File: config.mk
export PLATFORM = sky130hd
export DESIGN_NAME = fpu_register_stack_with_tags_core_flat
export DESIGN_NICKNAME = d
export VERILOG_FILES = /design/src/rtl/fprs_pkg.sv /design/src/rtl/fprs_ifs.sv /design/src/rtl/fprs_ram.sv /design/src/rtl/fprs_ctrl.sv /design/src/rtl/fpu_register_stack_with_tags_core.sv /design/src/flat_wrapper.sv
export SDC_FILE = /design/constraint.sdc
export NUM_CORES = 1
export LEC_CHECK = 0
export ABC_AREA = 1
export BUFFER_PORTS_ARGS = -buffer_cell sky130_fd_sc_hd__buf_2
export CAP_MARGIN = 20
export CORE_MARGIN = 4
export CORE_UTILIZATION = 56
export CTS_CLUSTER_DIAMETER = 60
export CTS_CLUSTER_SIZE = 12
export DETAILED_ROUTE_END_ITERATION = 10
export MAX_ROUTING_LAYER = met4
export PLACE_DENSITY = 0.8
export SYNTH_ARGS = -nofsm -noshare
export SYNTH_HDL_FRONTEND = slang
export SYNTH_SLANG_ARGS = --single-unit
File: constraint.sdc
create_clock -name i_clk -period 14.3 [get_ports i_clk]
set_input_delay 1.43 -clock i_clk [delete_from_list [all_inputs] [get_ports i_clk]]
set_output_delay 1.43 -clock i_clk [all_outputs]
set_load 0.005 [all_outputs]
File: src/rtl/fprs_pkg.sv
// shared types and constants for the fpu register stack
package fprs_pkg;

    localparam int MANT_W     = 64;
    localparam int SE_W       = 16;
    localparam int VAL_W      = MANT_W + SE_W;
    localparam int FLAG_W     = 6;
    localparam int IDX_W      = 3;
    localparam int TAG_W      = 2;
    localparam int OP_W       = 3;
    localparam int DEPTH_DEF  = 8;

    localparam logic [FLAG_W-1:0] MASK_RESET = 6'h3F;
    localparam logic [TAG_W-1:0]  TAG_LIVE   = 2'd0;
    localparam logic [TAG_W-1:0]  TAG_FREE   = 2'd3;

    typedef enum logic [OP_W-1:0] {
        OP_PUSH  = 3'd0,
        OP_POP   = 3'd1,
        OP_READ  = 3'd2,
        OP_WRITE = 3'd3,
        OP_RAISE = 3'd4,
        OP_CLEAR = 3'd5,
        OP_INIT  = 3'd6
    } t_op;

    // register file access for one request
    typedef struct packed {
        logic             we;
        logic [IDX_W-1:0] waddr;
        logic             re;
        logic [IDX_W-1:0] raddr;
    } t_ram_req;

    // result fields captured when a request is taken
    typedef struct packed {
        logic              sel;
        logic [TAG_W-1:0]  reg_tag;
        logic [IDX_W-1:0]  top;
        logic [FLAG_W-1:0] flags;
        logic              fault;
        logic              summary;
    } t_meta;

endpackage

File: src/rtl/fprs_ifs.sv
// request and response channel interfaces
interface fprs_in_if;
    import fprs_pkg::*;

    logic              valid;
    logic              ready;
    logic [OP_W-1:0]   op;
    logic [IDX_W-1:0]  reg_index;
    logic [MANT_W-1:0] in_mantissa;
    logic [SE_W-1:0]   in_sign_exponent;
    logic [FLAG_W-1:0] raise_flags;

    modport source (
        output valid, op, reg_index, in_mantissa, in_sign_exponent, raise_flags,
        input  ready
    );
    modport sink (
        input  valid, op, reg_index, in_mantissa, in_sign_exponent, raise_flags,
        output ready
    );
endinterface

interface fprs_out_if;
    import fprs_pkg::*;

    logic              valid;
    logic              ready;
    logic [MANT_W-1:0] out_mantissa;
    logic [SE_W-1:0]   out_sign_exponent;
    logic [TAG_W-1:0]  reg_tag;
    logic [IDX_W-1:0]  top_index;
    logic [FLAG_W-1:0] exception_flags;
    logic              fault_flag;
    logic              summary_flag;

    modport source (
        output valid, out_mantissa, out_sign_exponent, reg_tag, top_index,
               exception_flags, fault_flag, summary_flag,
        input  ready
    );
    modport sink (
        input  valid, out_mantissa, out_sign_exponent, reg_tag, top_index,
               exception_flags, fault_flag, summary_flag,
        output ready
    );
endinterface

File: src/rtl/fprs_ram.sv
// generic single write port ram with registered read
module fprs_ram #(
    parameter int WIDTH = 8,
    parameter int DEPTH = 8
) (
    input  logic                     i_clk,
    input  logic                     i_we,
    input  logic [$clog2(DEPTH)-1:0] i_waddr,
    input  logic [WIDTH-1:0]         i_wdata,
    input  logic                     i_re,
    input  logic [$clog2(DEPTH)-1:0] i_raddr,
    output logic [WIDTH-1:0]         o_rdata
);
    logic [WIDTH-1:0] r_mem [DEPTH];
    logic [WIDTH-1:0] r_rdata;

    always_ff @(posedge i_clk) begin
        if (i_we) begin
            r_mem[i_waddr] <= i_wdata;
        end
        if (i_re) begin
            r_rdata <= r_mem[i_raddr];
        end
    end

    assign o_rdata = r_rdata;
endmodule

File: src/rtl/fprs_ctrl.sv
// stack control: top pointer, tags, written bits, flags and mask
module fprs_ctrl #(
    parameter int STACK_DEPTH = fprs_pkg::DEPTH_DEF
) (
    input  logic                        i_clk,
    input  logic                        i_rst_n,
    input  logic                        i_accept,
    input  logic [fprs_pkg::OP_W-1:0]   i_op,
    input  logic [fprs_pkg::IDX_W-1:0]  i_reg_index,
    input  logic [fprs_pkg::FLAG_W-1:0] i_raise_flags,
    input  logic                        i_cfg_we,
    input  logic [fprs_pkg::FLAG_W-1:0] i_cfg_wdata,
    output fprs_pkg::t_ram_req          o_ram,
    output fprs_pkg::t_meta             o_meta
);
    import fprs_pkg::*;

    localparam int AW = $clog2(STACK_DEPTH);
    localparam logic [IDX_W:0]   DEPTH_V = (IDX_W+1)'(STACK_DEPTH);
    localparam logic [IDX_W-1:0] LAST    = IDX_W'(STACK_DEPTH - 1);

    logic [IDX_W-1:0]  r_top,   n_top;
    logic [FLAG_W-1:0] r_flags, n_flags;
    logic              r_fault, n_fault;
    logic              r_summary, n_summary;
    logic [FLAG_W-1:0] r_mask,  n_mask;
    logic              r_empty [STACK_DEPTH];
    logic              n_empty [STACK_DEPTH];
    logic              r_valid [STACK_DEPTH];
    logic              n_valid [STACK_DEPTH];
    t_meta             r_meta,  n_meta;

    t_op              op;
    logic             in_range;
    logic [IDX_W-1:0] p_push;
    logic [IDX_W-1:0] p_idx;
    logic [IDX_W-1:0] p_tag;
    logic             sel;

    // (top + i) mod depth, with i below depth
    function automatic logic [IDX_W-1:0] phys_of(input logic [IDX_W-1:0] top,
                                                 input logic [IDX_W-1:0] idx);
        logic [IDX_W:0] sum;
        sum = {1'b0, top} + {1'b0, idx};
        if (sum >= DEPTH_V) begin
            sum = sum - DEPTH_V;
        end
        return sum[IDX_W-1:0];
    endfunction

    assign op       = t_op'(i_op);
    assign in_range = {1'b0, i_reg_index} < DEPTH_V;
    assign p_push   = (r_top == '0) ? LAST : r_top - 1'b1;
    assign p_idx    = phys_of(r_top, i_reg_index);

    always_comb begin
        n_top     = r_top;
        n_flags   = r_flags;
        n_fault   = r_fault;
        n_summary = r_summary;
        n_mask    = i_cfg_we ? i_cfg_wdata : r_mask;
        n_empty   = r_empty;
        n_valid   = r_valid;
        sel       = 1'b0;
        o_ram.we    = 1'b0;
        o_ram.waddr = p_idx;
        o_ram.re    = i_accept;
        o_ram.raddr = (op == OP_POP) ? r_top : p_idx;
        if (i_accept) begin
            case (op)
                OP_PUSH: begin
                    if (!r_empty[p_push[AW-1:0]]) begin
                        n_fault   = 1'b1;
                        n_summary = 1'b1;
                    end else begin
                        n_top                    = p_push;
                        n_empty[p_push[AW-1:0]]  = 1'b0;
                        n_valid[p_push[AW-1:0]]  = 1'b1;
                        o_ram.we                 = 1'b1;
                        o_ram.waddr              = p_push;
                    end
                end
                OP_POP: begin
                    if (r_empty[r_top[AW-1:0]]) begin
                        n_fault   = 1'b1;
                        n_summary = 1'b1;
                    end else begin
                        sel                     = r_valid[r_top[AW-1:0]];
                        n_empty[r_top[AW-1:0]]  = 1'b1;
                        n_top = (r_top == LAST) ? '0 : r_top + 1'b1;
                    end
                end
                OP_READ: begin
                    if (in_range) begin
                        sel = r_valid[p_idx[AW-1:0]];
                    end
                end
                OP_WRITE: begin
                    if (in_range) begin
                        n_empty[p_idx[AW-1:0]] = 1'b0;
                        n_valid[p_idx[AW-1:0]] = 1'b1;
                        o_ram.we               = 1'b1;
                    end
                end
                OP_RAISE: begin
                    n_flags = r_flags | i_raise_flags;
                    if ((i_raise_flags & ~r_mask) != '0) begin
                        n_summary = 1'b1;
                    end
                end
                OP_CLEAR: begin
                    n_flags   = '0;
                    n_fault   = 1'b0;
                    n_summary = 1'b0;
                end
                OP_INIT: begin
                    n_top     = '0;
                    n_flags   = '0;
                    n_fault   = 1'b0;
                    n_summary = 1'b0;
                    n_mask    = MASK_RESET;
                    for (int k = 0; k < STACK_DEPTH; k++) begin
                        n_empty[k] = 1'b1;
                        n_valid[k] = 1'b0;
                    end
                end
                default: begin
                end
            endcase
        end
    end

    // tag of st(i) as it stands after this request
    assign p_tag = phys_of(n_top, i_reg_index);

    always_comb begin
        n_meta.sel     = sel;
        n_meta.reg_tag = (in_range && !n_empty[p_tag[AW-1:0]]) ? TAG_LIVE : TAG_FREE;
        n_meta.top     = n_top;
        n_meta.flags   = n_flags;
        n_meta.fault   = n_fault;
        n_meta.summary = n_summary;
    end

    always_ff @(posedge i_clk) begin
        if (!i_rst_n) begin
            r_top     <= '0;
            r_flags   <= '0;
            r_fault   <= 1'b0;
            r_summary <= 1'b0;
            r_mask    <= MASK_RESET;
            for (int k = 0; k < STACK_DEPTH; k++) begin
                r_empty[k] <= 1'b1;
                r_valid[k] <= 1'b0;
            end
        end else begin
            r_top     <= n_top;
            r_flags   <= n_flags;
            r_fault   <= n_fault;
            r_summary <= n_summary;
            r_mask    <= n_mask;
            r_empty   <= n_empty;
            r_valid   <= n_valid;
        end
    end

    always_ff @(posedge i_clk) begin
        if (i_accept) begin
            r_meta <= n_meta;
        end
    end

    assign o_meta = r_meta;
endmodule

File: src/rtl/fpu_register_stack_with_tags_core.sv
// top level of the tagged fpu register stack
// Eight-entry (STACK_DEPTH) 80-bit register stack with a rotating top
// pointer, per-register tags and sticky exception flags. One request is
// taken per clock while the response register is free or being taken,
// and its response appears in the next cycle. That rate is set by the
// single register file access per request (one write port, one registered
// read port) plus the pointer and tag update done in the same cycle. The
// response register frees as it is taken, so a new request is taken while
// a response is handed over.
// Push onto a full slot or pop from an empty top sets the stack fault
// and error summary and changes nothing else. Reads of a slot that was
// never written return zero. The user must write the exception mask through
// i_cfg_we/i_cfg_wdata only while no request is in flight; the block does not enforce it.
module fpu_register_stack_with_tags_core #(
    parameter int STACK_DEPTH = fprs_pkg::DEPTH_DEF
) (
    input  logic                        i_clk,
    input  logic                        i_rst_n,
    fprs_in_if.sink                     i_req,
    fprs_out_if.source                  o_rsp,
    input  logic                        i_cfg_we,
    input  logic [fprs_pkg::FLAG_W-1:0] i_cfg_wdata
);
    import fprs_pkg::*;

    localparam int AW = $clog2(STACK_DEPTH);

    logic             accept;
    logic             r_out_valid;
    t_ram_req         ram_req;
    t_meta            meta;
    logic [VAL_W-1:0] rdata;

    // response register frees when it is empty or being taken
    assign i_req.ready = !r_out_valid || o_rsp.ready;
    assign accept      = i_req.valid && i_req.ready;

    // pointer, tags, flags and mask
    fprs_ctrl #(
        .STACK_DEPTH (STACK_DEPTH)
    ) u_ctrl (
        .i_clk         (i_clk),
        .i_rst_n       (i_rst_n),
        .i_accept      (accept),
        .i_op          (i_req.op),
        .i_reg_index   (i_req.reg_index),
        .i_raise_flags (i_req.raise_flags),
        .i_cfg_we      (i_cfg_we),
        .i_cfg_wdata   (i_cfg_wdata),
        .o_ram         (ram_req),
        .o_meta        (meta)
    );

    // register file: significand in the upper bits, sign/exponent below
    fprs_ram #(
        .WIDTH (VAL_W),
        .DEPTH (STACK_DEPTH)
    ) u_ram (
        .i_clk   (i_clk),
        .i_we    (ram_req.we),
        .i_waddr (ram_req.waddr[AW-1:0]),
        .i_wdata ({i_req.in_mantissa, i_req.in_sign_exponent}),
        .i_re    (ram_req.re),
        .i_raddr (ram_req.raddr[AW-1:0]),
        .o_rdata (rdata)
    );

    // response valid
    always_ff @(posedge i_clk) begin
        if (!i_rst_n) begin
            r_out_valid <= 1'b0;
        end else if (accept) begin
            r_out_valid <= 1'b1;
        end else if (o_rsp.ready) begin
            r_out_valid <= 1'b0;
        end
    end

    // value fields only for a good pop or an in-range read of a written slot
    assign o_rsp.valid             = r_out_valid;
    assign o_rsp.out_mantissa      = meta.sel ? rdata[VAL_W-1:SE_W] : '0;
    assign o_rsp.out_sign_exponent = meta.sel ? rdata[SE_W-1:0] : '0;
    assign o_rsp.reg_tag           = meta.reg_tag;
    assign o_rsp.top_index         = meta.top;
    assign o_rsp.exception_flags   = meta.flags;
    assign o_rsp.fault_flag        = meta.fault;
    assign o_rsp.summary_flag      = meta.summary;

    // a taken request always yields a response next cycle
    a_rsp_follows: assert property (@(posedge i_clk) disable iff (!i_rst_n)
        accept |=> o_rsp.valid)
        else $error("no response after taken request");

    // clear wipes all sticky status
    a_clear: assert property (@(posedge i_clk) disable iff (!i_rst_n)
        (accept && (i_req.op == OP_CLEAR)) |=>
        (!o_rsp.fault_flag && !o_rsp.summary_flag && (o_rsp.exception_flags == '0)))
        else $error("status not cleared");

    // initialize leaves an empty stack with top at zero and no value
    a_init: assert property (@(posedge i_clk) disable iff (!i_rst_n)
        (accept && (i_req.op == OP_INIT)) |=>
        ((o_rsp.top_index == '0) && (o_rsp.reg_tag == TAG_FREE) &&
         (o_rsp.out_mantissa == '0)))
        else $error("initialize left state behind");
endmodule
File: src/flat_wrapper.sv
// flat-port wrapper written by rule: the top's interface ports become plain ports
module fpu_register_stack_with_tags_core_flat import fprs_pkg::*;
#(
    parameter int STACK_DEPTH = fprs_pkg::DEPTH_DEF
)
  (i_clk, i_rst_n, i_cfg_we, i_cfg_wdata, i_req_valid, i_req_op, i_req_reg_index, i_req_in_mantissa, i_req_in_sign_exponent, i_req_raise_flags, i_req_ready, o_rsp_valid, o_rsp_out_mantissa, o_rsp_out_sign_exponent, o_rsp_reg_tag, o_rsp_top_index, o_rsp_exception_flags, o_rsp_fault_flag, o_rsp_summary_flag, o_rsp_ready);
  fprs_in_if i_req_i ();
  fprs_out_if o_rsp_i ();
  input  logic i_clk;
  input  logic i_rst_n;
  input  logic i_cfg_we;
  input  logic [fprs_pkg::FLAG_W-1:0] i_cfg_wdata;
  input wire logic [$bits(i_req_i.valid)-1:0] i_req_valid;
  input wire logic [$bits(i_req_i.op)-1:0] i_req_op;
  input wire logic [$bits(i_req_i.reg_index)-1:0] i_req_reg_index;
  input wire logic [$bits(i_req_i.in_mantissa)-1:0] i_req_in_mantissa;
  input wire logic [$bits(i_req_i.in_sign_exponent)-1:0] i_req_in_sign_exponent;
  input wire logic [$bits(i_req_i.raise_flags)-1:0] i_req_raise_flags;
  output wire logic [$bits(i_req_i.ready)-1:0] i_req_ready;
  output wire logic [$bits(o_rsp_i.valid)-1:0] o_rsp_valid;
  output wire logic [$bits(o_rsp_i.out_mantissa)-1:0] o_rsp_out_mantissa;
  output wire logic [$bits(o_rsp_i.out_sign_exponent)-1:0] o_rsp_out_sign_exponent;
  output wire logic [$bits(o_rsp_i.reg_tag)-1:0] o_rsp_reg_tag;
  output wire logic [$bits(o_rsp_i.top_index)-1:0] o_rsp_top_index;
  output wire logic [$bits(o_rsp_i.exception_flags)-1:0] o_rsp_exception_flags;
  output wire logic [$bits(o_rsp_i.fault_flag)-1:0] o_rsp_fault_flag;
  output wire logic [$bits(o_rsp_i.summary_flag)-1:0] o_rsp_summary_flag;
  input wire logic [$bits(o_rsp_i.ready)-1:0] o_rsp_ready;
  assign i_req_i.valid = i_req_valid;
  assign i_req_i.op = i_req_op;
  assign i_req_i.reg_index = i_req_reg_index;
  assign i_req_i.in_mantissa = i_req_in_mantissa;
  assign i_req_i.in_sign_exponent = i_req_in_sign_exponent;
  assign i_req_i.raise_flags = i_req_raise_flags;
  assign i_req_ready = i_req_i.ready;
  assign o_rsp_valid = o_rsp_i.valid;
  assign o_rsp_out_mantissa = o_rsp_i.out_mantissa;
  assign o_rsp_out_sign_exponent = o_rsp_i.out_sign_exponent;
  assign o_rsp_reg_tag = o_rsp_i.reg_tag;
  assign o_rsp_top_index = o_rsp_i.top_index;
  assign o_rsp_exception_flags = o_rsp_i.exception_flags;
  assign o_rsp_fault_flag = o_rsp_i.fault_flag;
  assign o_rsp_summary_flag = o_rsp_i.summary_flag;
  assign o_rsp_i.ready = o_rsp_ready;
  fpu_register_stack_with_tags_core #(.STACK_DEPTH(STACK_DEPTH)) u_core (.i_clk(i_clk), .i_rst_n(i_rst_n), .i_req(i_req_i), .o_rsp(o_rsp_i), .i_cfg_we(i_cfg_we), .i_cfg_wdata(i_cfg_wdata));
endmodule
==> impl_metrics.tcl <==
set metrics [dict create \
    rsz0062_at_grt "false" \
    numClockSinks 767 \
    root_buffer "clkbuf_16" \
    final_max_slew_viol_count 0 \
    fp-row-count 85 \
    critPathCaptureType "flop" \
    post-place-ws_ns 8.29 \
    crit_fanout 61 \
    gp_congestion 0.914 \
    slew_headroom_pct 28.0 \
    numPortBuffers 197 \
    core_um2 54100 \
    insertion_delay_ns 0.61 \
    synthesis.area_um2 30800 \
    dpl-instance-area_um2 32100 \
    die_x_um 242 \
    cts.path.max_buffers 3 \
    synth_cells 2385 \
    m1WireLength_mm 28.6 \
    grt_pass1_wl_mm 110 \
    fin_cells 3265 \
    p_leak_nw 12.5 \
    fmax_mhz 187 \
    die_h_um 242 \
    routed_wl_mm 71.3 \
    drt_iter0_markers 2355 \
    power_density_nw_per_um2 137 \
    cap_violations 0 \
    hold_viol 0 \
    synth_area_per_cell_um2 12.9 \
    hold_depth 2 \
    cts_buffers 76 \
    post-place-cells 3152 \
    n_fill_cell 3824 \
    syn2layout_area_growth_pct 11.3 \
    cts_tree "yes" \
    viasPerCell 6.04 \
    setup_viol 0 \
    worstPathRequired_ns 14.52 \
    grt-ovfl-total 0 \
    pwr-share-seq_pct 54.0 \
    groute.usage.overall_pct 24.3 \
    status "completed" \
    fin_crit_ns 5.34 \
    p_switching_mw 1.05 \
    skew_ns 0.0229 \
    critical_path_class "in -> reg" \
    ant_nets 0 \
    finalCritPeriodShare_pct 37.3 \
    avgRoutedWirePerCell_um 21.8 \
    vias 19700 \
    antenna_found_initial 10 \
    routed-wl-met3_mm 5.82 \
    first_pass_iters 6 \
    highest-signal-layer "met4" \
    holdWs_ns 0.481 \
    seq_area_um2 22700 \
    p_clk_share_pct 38.2 \
    grt_max_degree 162 \
    drcViolationCount 0 \
    finalPower_mw 4.69 \
    io_pins 198 \
    drive_gt1_share_pct 13.5 \
    cp_data_arrival_time_ns 5.56 \
    synth_cell_type_count 37 \
    yosysSeqAreaShare_pct 73.7 \
    syn_nets 2496 \
    pwr-share-comb_pct 7.8 \
    ys_warn_count 0 \
    nNetsFinal 2645 \
    r2r_setup_slack_ns 9.37 \
    post-cts-setup-buffers 0 \
    rr_worst_depth 14 \
    die-area_um2 58800 \
    cts.htree.levels 3 \
    p_sw_share_pct 22.5 \
    final_area_um2 34300 \
    worstSetupStartpointType "primary input" \
    dpl.hpwl_mm 39.7 \
    wl_met2_mm 35.3 \
    ys_seq_elements 767 \
    worst_slack_ns 8.96 \
    holdBufCountCts 0 \
    start_util_pct 56.9 \
    fin_util_pct 63.3 \
    multiInputGateArea_um2 6790 \
    fin_setup_tns_ns 0 \
    internal-power_mw 3.63 \
    grt_pass1_vias 19600 \
    cts.reportedPaths.clkPinSlew_ns 0.06 \
    hold_class "reg -> reg" \
    cts.repair.resized 0 \
    worst_pin_slew_ns 1.08 \
    max-vdd-ir-drop_mv 0.0943 \
]
[power groups by stage]
| stage | sequential [mW] | clock (mW) | combinational [mW] |
|---|---|---|---|
| 2_1_floorplan | 2.58 | 0 | 0.237 |
| 3_3_place_gp | 2.58 | 0 | 0.346 |
| 3_5_place_dp | 2.58 | 0 | 0.360 |
| 4_1_cts | 2.53 | 1.81 | 0.364 |
| 5_1_grt | 2.53 | 1.91 | 0.405 |
| 6_report | 2.53 | 1.79 | 0.366 |
[critical path, cell delays in order]
cell	delay [ns]
buf_2	0.07
inv_1	0.06
a21oi_4	0.11
buf_4	0.47
buf_4	0.85
nand3_1	0.36
o21ai_1	0.28
nand2_1	0.28
nor2_4	0.66
buf_4	0.89
[metal layers]
metal	track usage, %	up-vias
li1	-	8950
met1	31.7	9759
met2	39.6	889
met3	4.65	124
met4	7.02	0
met5	-	-
[layout make-up]
type                       instances  area share (%)
inverter                         149            1.66
tap                              696            2.54
clock buffer                      88            5.83
clock inverter                    12           0.365
timing repair buffer             224            3.50
sequential                       767            66.2
multi-input combinational       1316            19.8
antenna                           13          0.0949
[Yosys cell counts]
master	n	area share (%)
edfxtp_1	733	71
o211ai_1	2	0.049
nor3_1	15	0.24
fa_1	2	0.13
buf_6	12	0.44
a21oi_2	2	0.057
o21ai_4	2	0.11
buf_4	18	0.44
nor2_2	3	0.061
nand2_1	252	3.1
a221oi_1	2	0.057
o21ai_1	50	0.81
o2111ai_1	1	0.028
o32ai_1	2	0.057
inv_2	7	0.085
inv_4	1	0.020
buf_2	59	0.96
o21ai_0	281	4.6
dfxtp_1	34	2.2
nand2_2	4	0.081
a31oi_1	81	1.6
nor4_1	1	0.020
nand4_1	6	0.12
clkbuf_1	50	0.61
clkbuf_2	13	0.21
inv_1	141	1.7
o22ai_1	86	1.7
o21bai_1	160	3.9
ha_1	6	0.24
nor2_1	276	3.4
nand2_4	2	0.073
buf_1	1	0.012
a31oi_4	1	0.069
o21ai_2	1	0.028
a21oi_1	28	0.46
nand3_1	49	0.80
xnor2_1	1	0.028
[sequential cells by signal, indices dropped and copies added, names as in the netlist]
register                 cells
u_core.u_ram.r_mem         640
u_core.u_ram.o_rdata        80
u_core.u_ctrl.o_meta        13
u_core.u_ctrl.r_empty        8
u_core.u_ctrl.r_valid        8
u_core.u_ctrl.r_flags        6
u_core.u_ctrl.r_mask         6
u_core.u_ctrl.r_top          3
u_core.o_rsp.valid           1
u_core.u_ctrl.r_fault        1
u_core.u_ctrl.r_summary      1
[cell usage in the layout (no fill, tap or decap), types with 2 or more instances in the layout]
master	netlist	layout
a21oi_1	28	28
a221oi_1	2	2
a31oi_1	81	81
buf_2	59	197
buf_4	18	26
clkbuf_1	50	9
clkbuf_16	0	78
clkinv_2	0	2
dfxtp_1	34	34
diode_2	0	13
edfxtp_1	733	733
fa_1	2	2
ha_1	6	6
inv_1	141	141
inv_2	7	6
inv_6	0	6
nand2_1	252	252
nand2_2	4	4
nand2_4	2	2
nand3_1	49	49
nand4_1	6	6
nor2_1	276	268
nor2_2	3	3
nor2_4	0	8
nor3_1	15	15
o211ai_1	2	2
o21ai_0	281	281
o21ai_1	50	50
o21ai_4	2	3
o21bai_1	160	160
o22ai_1	86	86
o32ai_1	2	2
[final timing paths]
| kind | start | endpoint |
|---|---|---|
| max | o_rsp_ready | u_core.u_ram.r_mem[6][75]$_DFFE_PP_ |
| max reg2reg | u_core.u_ctrl.r_top[1]$_SDFF_PN0_ | u_core.u_ram.r_mem[6][75]$_DFFE_PP_ |
| min reg2reg | u_core.u_ctrl.r_fault$_SDFF_PN0_ | u_core.u_ctrl.r_fault$_SDFF_PN0_ |
| min | u_core.u_ctrl.r_fault$_SDFF_PN0_ | u_core.u_ctrl.r_fault$_SDFF_PN0_ |
[logic make-up (layout without fill, tap and decap cells)]
family / Yosys count / after routing / share of synthesized area (%)
buffers and inverters: 302 / 473 / 4.49
adder cells (fa/ha/maj): 8 / 8 / 0.374
AND/OR/NAND/NOR: 608 / 608 / 7.83
flip-flops: 767 / 767 / 73.7
XOR/XNOR: 1 / 1 / 0.0284
AO/OA/AOI/OAI: 699 / 699 / 13.6
other: 0 / 13 / 0
Note: power is estimated with default switching activity, not from simulation.
